$ cat src/sv/b64ud_pkg.sv
// Shared types and codes for the base64 upload session decoder.
// No dependencies; the core, the engine and both testbench files import this package.
package b64ud_pkg;

  // Largest upload length a begin request may announce
  localparam logic [15:0] MAX_LEN = 16'd32768;

  typedef enum logic [1:0] {
    KIND_BEGIN = 2'd0,
    KIND_CHAR  = 2'd1,
    KIND_END   = 2'd2,
    KIND_NONE  = 2'd3
  } kind_t;

  typedef enum logic [2:0] {
    ST_OK        = 3'd0,
    ST_TOO_BIG   = 3'd1,
    ST_BUSY      = 3'd2,
    ST_NO_UPLOAD = 3'd3,
    ST_BAD_CHUNK = 3'd4,
    ST_TOO_MUCH  = 3'd5,
    ST_SHORT     = 3'd6
  } status_t;

  localparam logic [7:0] CHAR_NUL    = 8'h00;
  localparam logic [7:0] CHAR_EQUALS = 8'h3D;

  // One result as it leaves the decode step
  typedef struct packed {
    status_t     status;
    logic        byte_valid;
    logic [7:0]  data_byte;
    logic [14:0] byte_index;
    logic        chunk_done;
    logic [15:0] received_count;
    logic [15:0] script_length;
  } result_t;

endpackage

$ cat src/sv/b64ud_in_if.sv
// Request channel of the upload decoder: valid/ready plus one input item.
// Stand-alone; widths follow the item fields.
interface b64ud_in_if;
  logic        valid;
  logic        ready;
  logic [1:0]  kind;
  logic [15:0] upload_length;
  logic [7:0]  char_code;
  logic        loader_busy;

  modport source (output valid, kind, upload_length, char_code, loader_busy, input ready);
  modport sink   (input valid, kind, upload_length, char_code, loader_busy, output ready);
endinterface

$ cat src/sv/b64ud_out_if.sv
// Result channel of the upload decoder: valid/ready plus one result item.
// Stand-alone; widths follow the result fields.
interface b64ud_out_if;
  logic        valid;
  logic        ready;
  logic [2:0]  status;
  logic        byte_valid;
  logic [7:0]  data_byte;
  logic [14:0] byte_index;
  logic        chunk_done;
  logic [15:0] received_count;
  logic [15:0] script_length;

  modport source (output valid, status, byte_valid, data_byte, byte_index, chunk_done,
                  received_count, script_length, input ready);
  modport sink   (input valid, status, byte_valid, data_byte, byte_index, chunk_done,
                  received_count, script_length, output ready);
endinterface

$ cat src/sv/base64_upload_session_decoder_core.sv
// Base64 upload session decoder: takes one request per cycle and returns exactly
// one result for each, as long as the result register is free or being emptied;
// each result is registered in the cycle after acceptance. The decode step
// (character map, six-bit shift into the accumulator, length compare) sits between
// the request port and the result register, and the block keeps accepting while a
// result waits as long as the consumer takes it in the same cycle.
module base64_upload_session_decoder_core import b64ud_pkg::*; (
  input  logic          clk,
  input  logic          rst,
  b64ud_in_if.sink      item,
  b64ud_out_if.source   result
);

  result_t res_comb;
  result_t res_q;
  logic    res_valid;
  logic    accept;

  // Take a request when the result register is free or being emptied
  assign item.ready = !res_valid || result.ready;
  assign accept     = item.valid && item.ready;

  b64ud_engine u_engine (
    .clk           (clk),
    .rst           (rst),
    .advance       (accept),
    .kind          (item.kind),
    .upload_length (item.upload_length),
    .char_code     (item.char_code),
    .loader_busy   (item.loader_busy),
    .res           (res_comb)
  );

  // Hold the result until the consumer takes it
  always_ff @(posedge clk) begin
    if (rst) begin
      res_valid <= 1'b0;
    end else if (accept) begin
      res_valid <= 1'b1;
    end else if (result.ready) begin
      res_valid <= 1'b0;
    end
  end

  always_ff @(posedge clk) begin
    if (accept) begin
      res_q <= res_comb;
    end
  end

  assign result.valid          = res_valid;
  assign result.status         = res_q.status;
  assign result.byte_valid     = res_q.byte_valid;
  assign result.data_byte      = res_q.data_byte;
  assign result.byte_index     = res_q.byte_index;
  assign result.chunk_done     = res_q.chunk_done;
  assign result.received_count = res_q.received_count;
  assign result.script_length  = res_q.script_length;

  // Every accepted request shows a result on the next cycle
  assert property (@(posedge clk) disable iff (rst) accept |=> res_valid)
    else $error("accepted request produced no result");
  // A decoded byte always comes with an ok status
  assert property (@(posedge clk) disable iff (rst)
      res_valid && res_q.byte_valid |-> res_q.status == ST_OK)
    else $error("byte emitted with error status");
  // A byte and a chunk close never share one result
  assert property (@(posedge clk) disable iff (rst)
      res_valid |-> !(res_q.byte_valid && res_q.chunk_done))
    else $error("byte and chunk close in one result");

endmodule

$ cat src/sv/b64ud_engine.sv
// Session state and combinational decode step of the upload decoder.
// Depends on b64ud_pkg; the top level registers the result it produces.
module b64ud_engine import b64ud_pkg::*; (
  input  logic          clk,
  input  logic          rst,
  input  logic          advance,
  input  logic [1:0]    kind,
  input  logic [15:0]   upload_length,
  input  logic [7:0]    char_code,
  input  logic          loader_busy,
  output result_t       res
);

  logic        uploading, uploading_next;
  logic [15:0] expected_count, expected_count_next;
  logic [15:0] got_count, got_count_next;
  logic [15:0] complete_length, complete_length_next;
  logic [15:0] bit_accumulator, bit_accumulator_next;
  logic [3:0]  pending_bits, pending_bits_next;
  logic        in_chunk, in_chunk_next;
  logic        skipping_rest, skipping_rest_next;

  // Map a character to its six-bit value; valid low for a non-alphabet code
  function automatic logic [6:0] sextet(input logic [7:0] ch);
    logic [6:0] r;
    r = 7'd0;
    if (ch >= "A" && ch <= "Z")      r = {1'b1, 6'(ch - 8'h41)};
    else if (ch >= "a" && ch <= "z") r = {1'b1, 6'(ch - 8'h61 + 8'd26)};
    else if (ch >= "0" && ch <= "9") r = {1'b1, 6'(ch - 8'h30 + 8'd52)};
    else if (ch == "+")              r = {1'b1, 6'd62};
    else if (ch == "/")              r = {1'b1, 6'd63};
    return r;
  endfunction

  logic [6:0]  sx;
  logic [15:0] acc_base;
  logic [3:0]  pend_base;
  logic [3:0]  pend_sum;
  logic [3:0]  pend_left;
  logic        skip_eff;

  assign sx        = sextet(char_code);
  assign acc_base  = in_chunk ? bit_accumulator : 16'd0;
  assign pend_base = in_chunk ? pending_bits : 4'd0;
  assign skip_eff  = in_chunk & skipping_rest;
  assign pend_sum  = pend_base + 4'd6;
  assign pend_left = pend_sum - 4'd8;

  // Work out the next session state and the result of this request
  always_comb begin
    uploading_next       = uploading;
    expected_count_next  = expected_count;
    got_count_next       = got_count;
    complete_length_next = complete_length;
    bit_accumulator_next = bit_accumulator;
    pending_bits_next    = pending_bits;
    in_chunk_next        = in_chunk;
    skipping_rest_next   = skipping_rest;
    res                  = '0;
    res.status           = ST_OK;

    unique case (kind_t'(kind))
      KIND_BEGIN: begin
        in_chunk_next      = 1'b0;
        skipping_rest_next = 1'b0;
        if (upload_length == 16'd0 || upload_length > MAX_LEN) begin
          res.status = ST_TOO_BIG;
        end else if (loader_busy) begin
          res.status = ST_BUSY;
        end else begin
          complete_length_next = 16'd0;
          expected_count_next  = upload_length;
          got_count_next       = 16'd0;
          uploading_next       = 1'b1;
        end
      end
      KIND_END: begin
        in_chunk_next      = 1'b0;
        skipping_rest_next = 1'b0;
        if (!uploading) begin
          res.status = ST_NO_UPLOAD;
        end else begin
          uploading_next = 1'b0;
          if (got_count != expected_count) res.status = ST_SHORT;
          else complete_length_next = got_count;
        end
      end
      KIND_CHAR: begin
        // Start of a chunk clears the accumulator
        if (!in_chunk) begin
          in_chunk_next        = 1'b1;
          skipping_rest_next   = 1'b0;
          bit_accumulator_next = 16'd0;
          pending_bits_next    = 4'd0;
        end
        if (!in_chunk && !uploading) begin
          res.status         = ST_NO_UPLOAD;
          in_chunk_next      = (char_code != CHAR_NUL);
          skipping_rest_next = (char_code != CHAR_NUL);
        end else if (char_code == CHAR_NUL) begin
          res.chunk_done     = uploading;
          res.received_count = uploading ? got_count : 16'd0;
          in_chunk_next      = 1'b0;
          skipping_rest_next = 1'b0;
        end else if (skip_eff) begin
          // swallow the rest of the chunk
        end else if (char_code == CHAR_EQUALS) begin
          skipping_rest_next = 1'b1;
        end else if (!sx[6]) begin
          uploading_next     = 1'b0;
          skipping_rest_next = 1'b1;
          res.status         = ST_BAD_CHUNK;
        end else begin
          bit_accumulator_next = {acc_base[9:0], sx[5:0]};
          if (pend_sum >= 4'd8) begin
            pending_bits_next = pend_left;
            if (got_count >= expected_count) begin
              uploading_next     = 1'b0;
              skipping_rest_next = 1'b1;
              res.status         = ST_TOO_MUCH;
            end else begin
              res.byte_valid = 1'b1;
              res.data_byte  = 8'(bit_accumulator_next >> pend_left);
              res.byte_index = got_count[14:0];
              got_count_next = got_count + 16'd1;
            end
          end else begin
            pending_bits_next = pend_sum;
          end
        end
      end
      default: begin
        // unused kind: no effect
      end
    endcase

    res.script_length = complete_length_next;
  end

  // Commit the state on each accepted request
  always_ff @(posedge clk) begin
    if (rst) begin
      uploading       <= 1'b0;
      expected_count  <= 16'd0;
      got_count       <= 16'd0;
      complete_length <= 16'd0;
      bit_accumulator <= 16'd0;
      pending_bits    <= 4'd0;
      in_chunk        <= 1'b0;
      skipping_rest   <= 1'b0;
    end else if (advance) begin
      uploading       <= uploading_next;
      expected_count  <= expected_count_next;
      got_count       <= got_count_next;
      complete_length <= complete_length_next;
      bit_accumulator <= bit_accumulator_next;
      pending_bits    <= pending_bits_next;
      in_chunk        <= in_chunk_next;
      skipping_rest   <= skipping_rest_next;
    end
  end

  // Pending bits never reach a full byte between requests
  assert property (@(posedge clk) disable iff (rst) pending_bits < 4'd8)
    else $error("pending bit count out of range");
  // Bytes never run past the announced length while uploading
  assert property (@(posedge clk) disable iff (rst) uploading |-> got_count <= expected_count)
    else $error("byte count beyond announced length");
  // Skipping only happens inside a chunk
  assert property (@(posedge clk) disable iff (rst) skipping_rest |-> in_chunk)
    else $error("skip flag outside a chunk");

endmodule

$ cat src/flat_wrapper.sv
// flat-port wrapper written by rule: the top's interface ports become plain ports
module base64_upload_session_decoder_core_flat import b64ud_pkg::*;
  (clk, rst, item_valid, item_kind, item_upload_length, item_char_code, item_loader_busy, item_ready, result_valid, result_status, result_byte_valid, result_data_byte, result_byte_index, result_chunk_done, result_received_count, result_script_length, result_ready);
  b64ud_in_if item_i ();
  b64ud_out_if result_i ();
  input  logic clk;
  input  logic rst;
  input wire logic [$bits(item_i.valid)-1:0] item_valid;
  input wire logic [$bits(item_i.kind)-1:0] item_kind;
  input wire logic [$bits(item_i.upload_length)-1:0] item_upload_length;
  input wire logic [$bits(item_i.char_code)-1:0] item_char_code;
  input wire logic [$bits(item_i.loader_busy)-1:0] item_loader_busy;
  output wire logic [$bits(item_i.ready)-1:0] item_ready;
  output wire logic [$bits(result_i.valid)-1:0] result_valid;
  output wire logic [$bits(result_i.status)-1:0] result_status;
  output wire logic [$bits(result_i.byte_valid)-1:0] result_byte_valid;
  output wire logic [$bits(result_i.data_byte)-1:0] result_data_byte;
  output wire logic [$bits(result_i.byte_index)-1:0] result_byte_index;
  output wire logic [$bits(result_i.chunk_done)-1:0] result_chunk_done;
  output wire logic [$bits(result_i.received_count)-1:0] result_received_count;
  output wire logic [$bits(result_i.script_length)-1:0] result_script_length;
  input wire logic [$bits(result_i.ready)-1:0] result_ready;
  assign item_i.valid = item_valid;
  assign item_i.kind = item_kind;
  assign item_i.upload_length = item_upload_length;
  assign item_i.char_code = item_char_code;
  assign item_i.loader_busy = item_loader_busy;
  assign item_ready = item_i.ready;
  assign result_valid = result_i.valid;
  assign result_status = result_i.status;
  assign result_byte_valid = result_i.byte_valid;
  assign result_data_byte = result_i.data_byte;
  assign result_byte_index = result_i.byte_index;
  assign result_chunk_done = result_i.chunk_done;
  assign result_received_count = result_i.received_count;
  assign result_script_length = result_i.script_length;
  assign result_i.ready = result_ready;
  base64_upload_session_decoder_core u_core (.clk(clk), .rst(rst), .item(item_i), .result(result_i));
endmodule
$ cat config.mk
export PLATFORM = sky130hd
export DESIGN_NAME = base64_upload_session_decoder_core_flat
export DESIGN_NICKNAME = d
export VERILOG_FILES = /design/src/sv/b64ud_pkg.sv /design/src/sv/b64ud_in_if.sv /design/src/sv/b64ud_out_if.sv /design/src/sv/base64_upload_session_decoder_core.sv /design/src/sv/b64ud_engine.sv /design/src/flat_wrapper.sv
export SDC_FILE = /design/constraint.sdc
export NUM_CORES = 1
export LEC_CHECK = 0
export ABC_AREA = 1
export BUFFER_PORTS_ARGS = -buffer_cell sky130_fd_sc_hd__clkbuf_2
export CAP_MARGIN = 20
export CORE_UTILIZATION = 63
export CTS_CLUSTER_SIZE = 12
export DETAILED_ROUTE_END_ITERATION = 6
export PLACE_DENSITY = 0.89
export REMOVE_ABC_BUFFERS = 1
export SLEW_MARGIN = 20
export SYNTH_ARGS = -nofsm -noshare
export SYNTH_HDL_FRONTEND = slang
export SYNTH_HIERARCHICAL = 1
export SYNTH_SLANG_ARGS = --single-unit
$ cat constraint.sdc
create_clock -name clk -period 11.14 [get_ports clk]
set_clock_uncertainty 0.05 [all_clocks]
set_input_delay 0.557 -clock clk [delete_from_list [all_inputs] [get_ports clk]]
set_output_delay 0.557 -clock clk [all_outputs]
set_load 0.05 [all_outputs]
==> results by group <==
Hold path
  – Worst hold path type: primary input to register
  – WHS Path Cells: 4

Global routing
  – Vias in the first global route: 6,032
  – Largest net degree at the start of global routing: 82
  – First-pass GRT wire length: between 20 and 30 mm
  – Total Routing Usage GR: 30.65%
  – Antenna violations before repair: 0
  – GRT Residual Overflow: 0

CTS
  – Cts repair resizes: 0
  – H-tree levels: 4
  – Clock Pin Slew Worst Setup and Hold Paths: roughly 0.060 ns
  – CTS tree: yes
  – Clock latency on the worst-skew pair: between 0.4 and 0.5 ns
  – Worst-case clock buffer depth: 2
  – Number of buffers created by CTS: 17
  – Count of hold-fix buffers inserted at cts: 0
  – Clock sinks: between 100 and 150
  – Setup bufs post-CTS: 0
  – CTS root buffer: clkbuf_16

Floorplan
  – Full die area: 0.01185 mm²
  – Vert. Die Dim: 108.8 µm
  – Num rows: 38
  – Initial core utilization: 65.48%
  – Chip width: 108.8 µm
  – Total core area: 0.01098 mm²
  – I/O Pins: 93

Timing
  – Final hold violation count: 0
  – Final WS setup: 8.223 ns
  – TNS Setup: 0 ns
  – FMAX: between 300 and 400 MHz
  – Crit path time final: a little under 3 ns
  – Period utilisation layout: 26.19%
  – Max Slew Vio Count: 0
  – RSZ-0062 raised after global routing: false
  – Slew @ Worst Pin: 1.041 ns
  – Slew headroom: 30.39%
  – Finish-stage setup viols: 0

Yosys
  – Post-synth EDFFs: 60
  – Syn Area/Cell: ~7.6 µm²
  – Netlist cell types: 44
  – Post-synth top area cell: edfxtp_1
  – Sequential element share of the synthesized area: 43.15%
  – Synth Area in XOR/XNOR: 2.436%
  – Leading cell types by count after synthesis: 230 x nand2_1, 121 x nor2_1, 112 x inv_1
  – Synth Instances: about 950
  – Synth warnings: 6
  – Largest family of logic cells by synthesized area: simple AND/OR/NAND/NOR gates
  – Yosys reg bits: 125
  – Ys flop type: dfxtp_1
  – Share of the synthesized area in the top cell type: about a quarter
  – Compound-Gate Fraction of Synth Area: 9.603%
  – Post-Synth Adder-Cell Area: about 5.6%
  – Netlist Area Pre-Place: 0.007192 mm²
  – Post-synthesis mux area share: 0.1392%
  – Count leader, synth: nand2_1
  – Largest cells by area after synthesis: edfxtp_1 25%, dfxtp_1 18%, nand2_1 12%, nor2_1 6.3%, inv_1 5.8%
  – Simple-gate share of the synthesized area: 30.45%
  – Ys async rst share: 0%

Power and ir drop
  – Sw frac: 26.67%
  – Total design power: 0.001254 W
  – Internal power: around 0.00092 W
  – Comb power frac: between 10% and 20%
  – Reg power frac: 40.5%
  – Clock power frac: 47.0%
  – Leak: around 3.9 nW
  – P_sw: 0.0003344 W
  – Pwr Density: ~150 mW/mm²
  – Maximum vdd ir drop: 0.1403 mV

Placement
  – Buffers on Ports: 92
  – Post-DP HPWL: 11.70 mm
  – DP Area: 0.007684 mm²
  – Placer Congestion: a little under 1
  – Setup slack at placement: roughly 8 ns

Cells and area
  – Post-layout nets: 1,091
  – Final Cell Area: 0.008314 mm²
  – Filler Cells Inserted: just over 800
  – Area Growth Syn to Fin: 15.61%
  – Layout cell share with drive strength beyond 1: 16.14%
  – Fin util: between 70% and 80%
  – Antenna fix cells: 0

Detailed routing
  – Final ANT Viol Nets: 0
  – Vias: 6,688
  – Initial DRT Pass Iterations: 6
  – DR WL/cell: 14.94 µm
  – Via density: 5.663
  – DR iter-0 viols: 705
  – DRC violations left: 0
  – Wirelength, routed: 17.64 mm

Worst setup path
  – CP required: 11.37 ns
  – Crit path max fanout: 20
  – Crit path DAT: 3.15 ns
  – Endpoint class of the critical path: register
  – Startpoint Class: register
  – Critical path type: register to register
  – Reg2Reg Depth: 10

Outcome
  – Status: finished, final reports clean

Job
  – Max-cap viol count: 0
[cell usage in the layout (no fill, tap or decap), types with 4 or more instances in the layout]
| master | n |
|---|---|
| nand2_1 | 230 |
| nor2_1 | 120 |
| inv_1 | 112 |
| clkbuf_2 | 92 |
| nand3_1 | 79 |
| dfxtp_1 | 65 |
| a21oi_1 | 64 |
| edfxtp_1 | 60 |
| o21ai_0 | 44 |
| ha_1 | 32 |
| xor2_1 | 18 |
| clkbuf_16 | 17 |
| nand4_1 | 16 |
| nor3_1 | 11 |
| nand2_2 | 9 |
| inv_2 | 6 |
| o211ai_1 | 6 |
| inv_6 | 4 |
| bufinv_16 | 4 |
| nor2_4 | 4 |
[worst max-delay path, stage by stage (launching register included)]
cell and delay (ns):
dfxtp_1 0.72, nand2_1 0.45, ha_1 0.37, xnor2_1 0.14
inv_1 0.12, nand2_4 0.08, nor2_4 0.23, nand2_2 0.30
inv_2 0.17, nand2_1 0.07, nor2_1 0.08
[through the flow]
stage / hold WS, ns / std cells
after floorplan: 0.3786 / 915
after global placement: 0.3939 / 1149
after detailed placement: 0.3998 / 1149
after CTS: 0.3644 / 1181
after global routing: 0.3744 / 1181
final: 0.3713 / 1181
[area by class of cell]
class                   instances  area, µm²  area share (%)
clock inverters                14      188.9           2.272
clock buffers                  18      439.2           5.282
flip-flops and latches        125       3103           37.32
multi-input cells             670       3480           41.85
well taps                     140      175.2           2.107
repair buffers                 94      475.5           5.719
inverters                     120      452.9           5.448
[final timing paths]
check / from / to / slack (ns)
setup / recovery: u_core/u_engine/in_chunk / u_core/result.data_byte[0] / 8.22
hold / removal: result_ready / u_core/result.valid / 0.37
setup reg to reg: u_core/u_engine/in_chunk / u_core/result.data_byte[0] / 8.22
hold reg to reg: u_core/u_engine/expected_count[0] / u_core/u_engine/expected_count[0] / 0.41
[cell families after synthesis]
kind of cell / Yosys count
AO/OA/AOI/OAI: 126
XOR/XNOR: 20
adder cells (fa/ha/maj): 32
buffers and inverters: 153
flip-flops: 125
multiplexers: 1
AND/OR/NAND/NOR: 491
[per-layer routing]
layer / track usage [%] / vias to the layer above / part of all wire, %
met4: 13.42 / 0 / 2.9
met3: 5.858 / 56 / 8.0
met2: 48.28 / 370 / 46
li1: - / 3243 / -
met5: 0 / - / 0
met1: 41.09 / 3019 / 43
[power groups by stage]
stage                     clock (W)  sequential [W]  combinational (W)
after floorplan                   0        0.000562          0.0000699
after global placement            0        0.000517           0.000149
after detailed placement          0        0.000518           0.000152
after CTS                  0.000591        0.000508           0.000155
after global routing       0.000610        0.000510           0.000170
final                      0.000589        0.000508           0.000157
[registers in the layout, indices dropped and copies added (netlist names), 8 cells and up]
| signal | count |
|---|---|
| u_core/result.byte_index | 15 |
| u_core/result.script_length | 16 |
| u_core/u_engine/bit_accumulator | 9 |
| u_core/u_engine/complete_length | 16 |
| u_core/result.received_count | 16 |
| u_core/result.data_byte | 8 |
| u_core/u_engine/expected_count | 16 |
| u_core/u_engine/got_count | 16 |
(Power assumes the default switching activity.)
